File: src/sv/qps_pkg.sv
// Shared types and constants for the quadrature position and speed block.
// Used by every module of the block; depends on nothing else.
package qps_pkg;

   localparam int POS_W   = 32;
   localparam int TIME_W  = 32;
   localparam int SPEED_W = 40;
   localparam int PPR_W   = 16;
   // Divisor width: time difference times pulses per revolution.
   localparam int DEN_W   = TIME_W + PPR_W;

   localparam logic [PPR_W-1:0] PPR_RESET = 16'd1024;
   localparam int PPS_SCALE = 1000;
   localparam int RPM_SCALE = 60000;

   localparam logic [SPEED_W-1:0] SPEED_POS_MAX = {1'b0, {(SPEED_W-1){1'b1}}};
   localparam logic [SPEED_W-1:0] SPEED_NEG_MAG = {1'b1, {(SPEED_W-1){1'b0}}};

   localparam logic FUNC_PIN   = 1'b0;
   localparam logic FUNC_SPEED = 1'b1;

   typedef struct packed {
      logic              func;
      logic              pin_a;
      logic              pin_b;
      logic [TIME_W-1:0] time_ms;
   } qps_item_type;

   typedef struct packed {
      logic valid;
      logic pop;
   } qps_queue_ctl_type;

endpackage

File: src/sv/qps_front.sv
// Input side: accepts request transfers and holds them in a two-entry queue.
// Depends on qps_pkg.
module qps_front import qps_pkg::*; (
   input  logic         clock,
   input  logic         reset,
   input  logic         req_tvalid,
   output logic         req_tready,
   input  logic [39:0]  req_tdata,   // pin_a, pin_b, time_ms[31:0], zero pad
   input  logic         req_tuser,   // func
   output qps_item_type item,
   input  qps_queue_ctl_type queue_ctl_in,
   output logic         item_valid
);

   qps_item_type slot_ff [2];
   logic         wr_ptr_ff, wr_ptr_in;
   logic         rd_ptr_ff, rd_ptr_in;
   logic [1:0]   fill_ff, fill_in;
   logic         push;
   qps_item_type new_item;

   assign req_tready = (fill_ff != 2'd2);
   assign push       = req_tvalid && req_tready;
   assign item_valid = (fill_ff != 2'd0);
   assign item       = slot_ff[rd_ptr_ff];

   always_comb begin
      new_item.func    = req_tuser;
      new_item.pin_a   = req_tdata[0];
      new_item.pin_b   = req_tdata[1];
      new_item.time_ms = req_tdata[TIME_W+1:2];
      wr_ptr_in = push ? ~wr_ptr_ff : wr_ptr_ff;
      rd_ptr_in = queue_ctl_in.pop ? ~rd_ptr_ff : rd_ptr_ff;
      fill_in   = fill_ff;
      if (push && !queue_ctl_in.pop) begin
         fill_in = fill_ff + 2'd1;
      end else if (!push && queue_ctl_in.pop) begin
         fill_in = fill_ff - 2'd1;
      end
   end

   always_ff @(posedge clock) begin
      if (reset) begin
         wr_ptr_ff <= 1'b0;
         rd_ptr_ff <= 1'b0;
         fill_ff   <= 2'd0;
      end else begin
         wr_ptr_ff <= wr_ptr_in;
         rd_ptr_ff <= rd_ptr_in;
         fill_ff   <= fill_in;
      end
   end

   always_ff @(posedge clock) begin
      if (push) begin
         slot_ff[wr_ptr_ff] <= new_item;
      end
   end

endmodule

File: src/sv/qps_div.sv
// Restoring divider, one quotient bit per cycle, with overflow detection.
// Depends on qps_pkg only through the importing convention.
module qps_div import qps_pkg::*; #(
   parameter int NUM_W = 64,
   parameter int DIV_W = 48,
   parameter int QUO_W = 40
) (
   input  logic             clock,
   input  logic             reset,
   input  logic             start,
   input  logic [NUM_W-1:0] num,
   input  logic [DIV_W-1:0] den,
   output logic             done,
   output logic             over,
   output logic [QUO_W-1:0] quo
);

   localparam int CMP_W = (NUM_W > DIV_W) ? NUM_W : DIV_W;
   localparam int CNT_W = $clog2(QUO_W + 1);

   logic [DIV_W-1:0] rem_ff, rem_in;
   logic [DIV_W-1:0] den_ff, den_in;
   logic [QUO_W-1:0] lo_ff, lo_in;
   logic             over_ff, over_in;
   logic [CNT_W-1:0] cnt_ff, cnt_in;
   logic             busy_ff, busy_in;
   logic             done_ff, done_in;

   logic [NUM_W+QUO_W-1:0] num_ext;
   logic [CMP_W-1:0]       hi_c;
   logic [CMP_W-1:0]       den_c;
   logic [DIV_W:0]         trial;
   logic                   ge;

   assign done = done_ff;
   assign over = over_ff;
   assign quo  = lo_ff;

   always_comb begin
      num_ext = {{QUO_W{1'b0}}, num};
      hi_c    = CMP_W'(num_ext[NUM_W+QUO_W-1:QUO_W]);
      den_c   = CMP_W'(den);
      trial   = {rem_ff, lo_ff[QUO_W-1]};
      ge      = (trial >= {1'b0, den_ff});

      rem_in  = rem_ff;
      den_in  = den_ff;
      lo_in   = lo_ff;
      over_in = over_ff;
      cnt_in  = cnt_ff;
      busy_in = busy_ff;
      done_in = 1'b0;

      if (start) begin
         // The quotient fits in QUO_W bits only if the high part is below the divisor.
         over_in = (hi_c >= den_c);
         rem_in  = hi_c[DIV_W-1:0];
         lo_in   = num_ext[QUO_W-1:0];
         den_in  = den;
         cnt_in  = CNT_W'(QUO_W);
         busy_in = 1'b1;
      end else if (busy_ff) begin
         rem_in = ge ? DIV_W'(trial - {1'b0, den_ff}) : trial[DIV_W-1:0];
         lo_in  = {lo_ff[QUO_W-2:0], ge};
         cnt_in = cnt_ff - CNT_W'(1);
         if (cnt_ff == CNT_W'(1)) begin
            busy_in = 1'b0;
            done_in = 1'b1;
         end
      end
   end

   always_ff @(posedge clock) begin
      if (reset) begin
         busy_ff <= 1'b0;
         done_ff <= 1'b0;
         cnt_ff  <= '0;
      end else begin
         busy_ff <= busy_in;
         done_ff <= done_in;
         cnt_ff  <= cnt_in;
      end
   end

   always_ff @(posedge clock) begin
      rem_ff  <= rem_in;
      den_ff  <= den_in;
      lo_ff   <= lo_in;
      over_ff <= over_in;
   end

endmodule

File: src/sv/qps_back.sv
// Execution side: position counting, speed computation and the result register.
// Depends on qps_pkg and instantiates qps_div twice.
module qps_back import qps_pkg::*; #(
   parameter int COUNT_WIDTH = 32,
   parameter int FRAC_BITS   = 8
) (
   input  logic               clock,
   input  logic               reset,
   input  qps_item_type       item,
   input  logic               item_valid,
   output qps_queue_ctl_type  queue_ctl,
   input  logic               csr_valid,
   output logic               csr_ready,
   input  logic [PPR_W-1:0]   csr_data,
   output logic               rsp_tvalid,
   input  logic               rsp_tready,
   output logic [111:0]       rsp_tdata
);

   localparam int NUM_W = COUNT_WIDTH + 16 + FRAC_BITS;

   localparam logic [1:0] S_IDLE = 2'd0;
   localparam logic [1:0] S_MUL  = 2'd1;
   localparam logic [1:0] S_DIV  = 2'd2;

   logic [1:0]             state_ff, state_in;
   logic [PPR_W-1:0]       ppr_ff;
   logic [COUNT_WIDTH-1:0] count_ff, count_in;
   logic                   prev_a_ff, prev_a_in;
   logic [COUNT_WIDTH-1:0] count_last_ff, count_last_in;
   logic [TIME_W-1:0]      time_last_ff, time_last_in;
   logic [SPEED_W-1:0]     pps_ff, pps_in;
   logic [SPEED_W-1:0]     rpm_ff, rpm_in;
   logic [COUNT_WIDTH-1:0] mag_ff, mag_in;
   logic                   neg_ff, neg_in;
   logic [TIME_W-1:0]      dt_ff, dt_in;
   logic [TIME_W-1:0]      tm_ff, tm_in;
   logic                   out_valid_ff, out_valid_in;
   logic [111:0]           out_data_ff, out_data_in;

   logic                   pop;
   logic                   load;
   logic [TIME_W-1:0]      dt;
   logic [COUNT_WIDTH-1:0] diff;
   logic [PPR_W-1:0]       ppr_eff;
   logic                   div_start;
   logic [NUM_W-1:0]       pnum, rnum;
   logic [DEN_W-1:0]       pden, rden;
   logic                   pps_done, rpm_done;
   logic                   pps_over, rpm_over;
   logic [SPEED_W-1:0]     pps_quo, rpm_quo;

   // Magnitude and sign to a saturated two's complement speed.
   function automatic logic [SPEED_W-1:0] sat_speed(input logic over_flag,
                                                    input logic [SPEED_W-1:0] q,
                                                    input logic neg);
      logic [SPEED_W-1:0] m;
      if (neg) begin
         m = (over_flag || q > SPEED_NEG_MAG) ? SPEED_NEG_MAG : q;
         m = ~m + SPEED_W'(1);
      end else begin
         m = (over_flag || q > SPEED_POS_MAX) ? SPEED_POS_MAX : q;
      end
      return m;
   endfunction

   assign csr_ready       = 1'b1;
   assign pop             = item_valid && (state_ff == S_IDLE) && (!out_valid_ff || rsp_tready);
   assign queue_ctl.valid = item_valid;
   assign queue_ctl.pop   = pop;
   assign rsp_tvalid      = out_valid_ff;
   assign rsp_tdata       = out_data_ff;

   assign ppr_eff   = (ppr_ff == '0) ? PPR_W'(1) : ppr_ff;
   assign dt        = item.time_ms - time_last_ff;
   assign diff      = count_ff - count_last_ff;
   assign div_start = (state_ff == S_MUL);

   always_comb begin
      pnum = (NUM_W'(mag_ff) * NUM_W'(PPS_SCALE)) << FRAC_BITS;
      rnum = (NUM_W'(mag_ff) * NUM_W'(RPM_SCALE)) << FRAC_BITS;
      pden = DEN_W'(dt_ff);
      rden = DEN_W'(dt_ff) * DEN_W'(ppr_eff);
   end

   qps_div #(.NUM_W(NUM_W), .DIV_W(DEN_W), .QUO_W(SPEED_W)) u_pps_div (
      .clock (clock),
      .reset (reset),
      .start (div_start),
      .num   (pnum),
      .den   (pden),
      .done  (pps_done),
      .over  (pps_over),
      .quo   (pps_quo)
   );

   qps_div #(.NUM_W(NUM_W), .DIV_W(DEN_W), .QUO_W(SPEED_W)) u_rpm_div (
      .clock (clock),
      .reset (reset),
      .start (div_start),
      .num   (rnum),
      .den   (rden),
      .done  (rpm_done),
      .over  (rpm_over),
      .quo   (rpm_quo)
   );

   always_comb begin
      state_in      = state_ff;
      count_in      = count_ff;
      prev_a_in     = prev_a_ff;
      count_last_in = count_last_ff;
      time_last_in  = time_last_ff;
      pps_in        = pps_ff;
      rpm_in        = rpm_ff;
      mag_in        = mag_ff;
      neg_in        = neg_ff;
      dt_in         = dt_ff;
      tm_in         = tm_ff;
      load          = 1'b0;

      case (state_ff)
         S_IDLE: begin
            if (pop) begin
               if (item.func == FUNC_PIN) begin
                  if (item.pin_a != prev_a_ff) begin
                     count_in = (item.pin_b != item.pin_a) ? count_ff + COUNT_WIDTH'(1)
                                                           : count_ff - COUNT_WIDTH'(1);
                  end
                  prev_a_in = item.pin_a;
                  load      = 1'b1;
               end else if (dt == '0) begin
                  load = 1'b1;
               end else begin
                  neg_in   = diff[COUNT_WIDTH-1];
                  mag_in   = diff[COUNT_WIDTH-1] ? ~diff + COUNT_WIDTH'(1) : diff;
                  dt_in    = dt;
                  tm_in    = item.time_ms;
                  state_in = S_MUL;
               end
            end
         end
         S_MUL: begin
            state_in = S_DIV;
         end
         S_DIV: begin
            if (pps_done && rpm_done) begin
               pps_in        = sat_speed(pps_over, pps_quo, neg_ff);
               rpm_in        = sat_speed(rpm_over, rpm_quo, neg_ff);
               count_last_in = count_ff;
               time_last_in  = tm_ff;
               load          = 1'b1;
               state_in      = S_IDLE;
            end
         end
         default: begin
            state_in = S_IDLE;
         end
      endcase

      out_data_in  = {rpm_in, pps_in, POS_W'($signed(count_in))};
      out_valid_in = load || (out_valid_ff && !rsp_tready);
   end

   always_ff @(posedge clock) begin
      if (reset) begin
         state_ff      <= S_IDLE;
         ppr_ff        <= PPR_RESET;
         count_ff      <= '0;
         prev_a_ff     <= 1'b0;
         count_last_ff <= '0;
         time_last_ff  <= '0;
         pps_ff        <= '0;
         rpm_ff        <= '0;
         out_valid_ff  <= 1'b0;
      end else begin
         state_ff      <= state_in;
         if (csr_valid && csr_ready) begin
            ppr_ff <= csr_data;
         end
         count_ff      <= count_in;
         prev_a_ff     <= prev_a_in;
         count_last_ff <= count_last_in;
         time_last_ff  <= time_last_in;
         pps_ff        <= pps_in;
         rpm_ff        <= rpm_in;
         out_valid_ff  <= out_valid_in;
      end
   end

   always_ff @(posedge clock) begin
      mag_ff <= mag_in;
      neg_ff <= neg_in;
      dt_ff  <= dt_in;
      tm_ff  <= tm_in;
      if (load) begin
         out_data_ff <= out_data_in;
      end
   end

endmodule

File: src/sv/quadrature_position_speed.sv
// Quadrature encoder position counter with pulses-per-second and rpm estimate.
// Depends on qps_pkg, qps_front, qps_back and qps_div.
//
// Usage: the req channel carries either a pin sample (tuser low, A and B levels)
// or a speed update (tuser high, millisecond timestamp). Every request transfer
// yields exactly one rsp transfer with the count and the last pps and rpm values,
// signed with FRAC_BITS fraction bits. csr_data writes pulses per revolution;
// write it only while no request is outstanding.
// Requests enter a two-entry queue, so the sender keeps going while results wait.
// A pin sample's result is held in the queue slot, then in the result register, and
// can then transfer on rsp; pin samples flow at one per cycle while rsp is not stalled
// and no speed update is in progress. A speed update with a nonzero time difference
// passes from request to result through the queue, setup, multiplication, the
// bit-serial dividers, which produce one quotient bit per cycle each, and the load of
// the result; the back end takes no new request until that result is loaded. A zero
// time difference is reported like a pin sample.
// Reset empties the queue and the result register, clears count, time and speed,
// and sets pulses per revolution to 1024. A stalled rsp holds its result; the
// back end stops taking items from the queue and req_tready falls once it fills.
module quadrature_position_speed import qps_pkg::*; #(
   parameter int COUNT_WIDTH = 32,
   parameter int FRAC_BITS   = 8
) (
   input  logic               clock,
   input  logic               reset,
   input  logic               req_tvalid,
   output logic               req_tready,
   input  logic [39:0]        req_tdata,  // pin_a, pin_b, time_ms[31:0], zero pad
   input  logic               req_tuser,  // func
   output logic               rsp_tvalid,
   input  logic               rsp_tready,
   output logic [111:0]       rsp_tdata,  // position_count[31:0], pulses_per_sec[39:0],
                                          // revs_per_min[39:0]
   input  logic               csr_valid,
   output logic               csr_ready,
   input  logic [PPR_W-1:0]   csr_data
);

   qps_item_type      item;
   logic              item_valid;
   qps_queue_ctl_type queue_ctl;

   qps_front u_front (
      .clock        (clock),
      .reset        (reset),
      .req_tvalid   (req_tvalid),
      .req_tready   (req_tready),
      .req_tdata    (req_tdata),
      .req_tuser    (req_tuser),
      .item         (item),
      .queue_ctl_in (queue_ctl),
      .item_valid   (item_valid)
   );

   qps_back #(.COUNT_WIDTH(COUNT_WIDTH), .FRAC_BITS(FRAC_BITS)) u_back (
      .clock      (clock),
      .reset      (reset),
      .item       (item),
      .item_valid (item_valid),
      .queue_ctl  (queue_ctl),
      .csr_valid  (csr_valid),
      .csr_ready  (csr_ready),
      .csr_data   (csr_data),
      .rsp_tvalid (rsp_tvalid),
      .rsp_tready (rsp_tready),
      .rsp_tdata  (rsp_tdata)
   );

endmodule
File: config.mk
export PLATFORM = sky130hd
export DESIGN_NAME = quadrature_position_speed
export DESIGN_NICKNAME = d
export VERILOG_FILES = /design/src/sv/qps_pkg.sv /design/src/sv/qps_front.sv /design/src/sv/qps_div.sv /design/src/sv/qps_back.sv /design/src/sv/quadrature_position_speed.sv
export SDC_FILE = /design/constraint.sdc
export NUM_CORES = 2
export LEC_CHECK = 0
export BUFFER_PORTS_ARGS = -buffer_cell sky130_fd_sc_hd__buf_2
export CORE_ASPECT_RATIO = 1.25
export CORE_MARGIN = 3
export CORE_UTILIZATION = 65
export CTS_BUF_LIST = sky130_fd_sc_hd__clkbuf_8
export CTS_CLUSTER_DIAMETER = 50
export DETAILED_ROUTE_END_ITERATION = 16
export PLACE_DENSITY = 0.81
export RECOVER_POWER = 25
export REMOVE_ABC_BUFFERS = 1
export SLEW_MARGIN = 20
export SYNTH_ARGS = -nofsm -noshare
export SYNTH_HDL_FRONTEND = slang
export SYNTH_SLANG_ARGS = --single-unit
File: constraint.sdc
create_clock -name clock -period 19 [get_ports clock]
set_clock_uncertainty 0.1 [all_clocks]
set_input_delay 1.9 -clock clock [delete_from_list [all_inputs] [get_ports clock]]
set_output_delay 1.9 -clock clock [all_outputs]
set_load 0.02 [all_outputs]
==> impl_metrics.json <==
{
  "cts_resized": 0,
  "worst_setup_path_start_kind": "flip-flop",
  "die_w_um": 292,
  "core_area_mm2": 0.101,
  "grt_antenna_before_repair": 5,
  "start_util_pct": 65.8,
  "n_fill_cell": 7611,
  "syn_inst": 7106,
  "rows": 130,
  "worstPathArrival_ps": 10900,
  "drt-pass1-iter-count": 6,
  "postSynthAreaPerCell_um2": 9.34,
  "synthFlopType": "edfxtp_1",
  "setup_viol": 0,
  "max_freq_mhz": 95.5,
  "dpl.hpwl_um": 125000,
  "post_cts_buffers": 0,
  "finalSetupTns_ps": 0,
  "relSlewSlack_pct": -131,
  "slowest_delay_ps": 910,
  "htreeDepth": 3,
  "cp_max_fo": 8,
  "portBuffers": 169,
  "hold_start": "u_back.count_last_ff[23]",
  "root_buffer": "clkbuf_8",
  "die_y_um": 363,
  "crit_family": "adder cells",
  "critPathRequiredTime_ps": 19430,
  "hold_buffers": 0,
  "drv_slew": 659,
  "insertion_delay_ps": 870,
  "synth-edff-count": 443,
  "end_kind": "flip-flop",
  "clkTransAtPathRegs_ps": 60,
  "first_global_vias": 53200,
  "final_antenna_net_count": 0,
  "vias": 52200,
  "grt_max_degree": 102,
  "wirelength_um": 168000,
  "nNetsFinal": 8331,
  "die_area_mm2": 0.106,
  "layout-drive-gt1-share_pct": 6.27,
  "violations": "capacitance limit, slew limit",
  "drc": 0,
  "final_cell_mix": "846 x nand2_1, 808 x inv_1, 651 x fa_1",
  "cp-startpoint": "u_back.mag_ff[4]",
  "grt_pass1_wl_um": 273000,
  "criticalPathCategory": "flip-flop to flip-flop",
  "hold_viol": 0,
  "grt_overflow": 0,
  "synth_area_mm2": 0.0664,
  "synth-seq-cells": 754,
  "rr_startpoint": "u_back.mag_ff[4]",
  "globalplace.congestion": 0.973,
  "finalCritPeriodShare_pct": 55.1,
  "cts_sinks": 754,
  "cts_tree": "yes",
  "final_common_cell": "nand2_1",
  "ys_seq_area_share_pct": 29.4,
  "outcome": "finished with violations",
  "critPathBufInv": 0,
  "cap_violations": 21,
  "syn2layout_area_growth_pct": 6.69,
  "path_common_cell": "fa_1",
  "first_iter_violations": 4125,
  "worstHoldPathType": "flip-flop to flip-flop",
  "vias_per_cell": 6.10,
  "synth_cell_types": 94,
  "rsz0062_at_grt": "false",
  "cts_buffers": 118,
  "num_io_pins": 177,
  "cts_max_path_buffers": 3,
  "critPathSlowestCell": "a311oi_1",
  "fin_crit_ps": 10470,
  "ys_async_sr_fraction_pct": 0,
  "ys_warn_count": 0,
  "routedWlPerCell_um": 19.6,
  "tightest_slew_ps": 3450,
  "grt_usage_pct": 31.9
}
[final timing paths]
| kind | endpoint | slack (ps) | cells after the start |
|---|---|---|---|
| setup / recovery | u_back.u_rpm_div.over | 8530 | 25 |
| hold / removal | u_back.count_last_ff[23] | 350 | 2 |
| hold reg to reg | u_back.count_last_ff[23] | 350 | 2 |
| setup reg to reg | u_back.u_rpm_div.over | 8530 | 25 |
[flip-flops by register name, indices dropped and copies added (netlist names), 40 cells and up, named ones only]
signal                   cells
u_back.u_rpm_div.quo        40
u_front.slot_ff             70
u_back.pps_ff               40
u_back.rsp_tdata           112
u_back.u_rpm_div.rem_ff     48
u_back.rpm_ff               40
u_back.u_pps_div.quo        40
u_back.u_rpm_div.den_ff     48
u_back.u_pps_div.rem_ff     48
[worst register-to-register path, delay by kind of cell (launching register included)]
kind            cells  cell delay (ps)
simple gates        7             2620
fa+ha+maj           7             3320
xor+xnor            1              190
compound gates     10             3220
flops               1              680
[cells by family (layout without fill, tap and decap cells)]
| kind of cell | Yosys count | after routing | synth area share (%) |
|---|---|---|---|
| AND/OR/NAND/NOR | 2148 | 2148 | 15.5 |
| flip-flops | 754 | 754 | 29.4 |
| XOR/XNOR | 316 | 316 | 4.17 |
| other | 1 | 4 | 0.00565 |
| AO/OA/AOI/OAI | 1531 | 1531 | 14.1 |
| multiplexers | 114 | 114 | 1.80 |
| adder cells (fa/ha/maj) | 1130 | 1130 | 28.7 |
| buffers and inverters | 1112 | 1251 | 6.30 |
[cells in the mapped netlist, types with 28 or more instances]
cell type	count	share of area [%]
nand2_1	847	4.8
nand3_1	135	1.0
nor2b_1	161	1.5
fa_1	651	20
mux2i_1	71	1.1
inv_1	783	4.4
a21oi_1	496	3.7
nand4_1	39	0.37
a31oi_1	56	0.53
xnor2_1	203	2.7
and3_1	33	0.31
mux2_2	43	0.73
nor4_1	40	0.38
dfxtp_1	311	9.4
o21a_1	50	0.57
a211oi_1	60	0.68
and2_1	231	2.2
ha_1	479	9.0
o22ai_1	33	0.31
a21o_1	139	1.6
o21ai_0	422	3.2
nor2_1	377	2.1
nand2b_1	59	0.56
o31ai_1	33	0.37
nor3_1	87	0.66
o21bai_1	31	0.35
xor2_1	113	1.5
edfxtp_1	443	20
buf_1	28	0.16
clkbuf_1	297	1.7
[routing by layer]
metal / GRT usage [%] / share of wire [%] / vias to the layer above / routed length, um
li1: - / - / 24200 / -
met1: 39.8 / 39 / 25400 / 65400
met2: 55.2 / 49 / 2105 / 81900
met3: 4.70 / 7.3 / 517 / 12300
met4: 14.8 / 4.9 / 0 / 8150
met5: 0 / 0 / - / 0
[stage by stage]
step           setup slack, ps  hold WS, ps  instance area, um2  std cells  util, %
5_1_grt                   8120          370               70800       8566     70.2
6_report                  8530          354               70800       8568     70.2
3_3_place_gp              8860          341               68200       8337     67.7
4_1_cts                   8680          355               70900       8563     70.3
2_1_floorplan            10130          330               65100       6779        -
3_5_place_dp              8790          346               68200       8337     67.7
[area by class of cell]
| cell class | instances | area, um2 | area share (%) |
|---|---|---|---|
| Timing Repair Buffer | 240 | 1280 | 1.81 |
| Sequential cell | 754 | 19500 | 27.6 |
| Inverter | 785 | 2950 | 4.16 |
| Antenna cell | 3 | 7.51 | 0.0106 |
| Clock inverter | 93 | 841 | 1.19 |
| Clock buffer | 133 | 1830 | 2.59 |
| Tap cell | 1320 | 1650 | 2.33 |
| Multi-Input combinational cell | 5240 | 42700 | 60.3 |
Power is left out: the tool's default activity adds up to more than one toggle a clock period on the data nets, which glitch-free logic cannot reach.
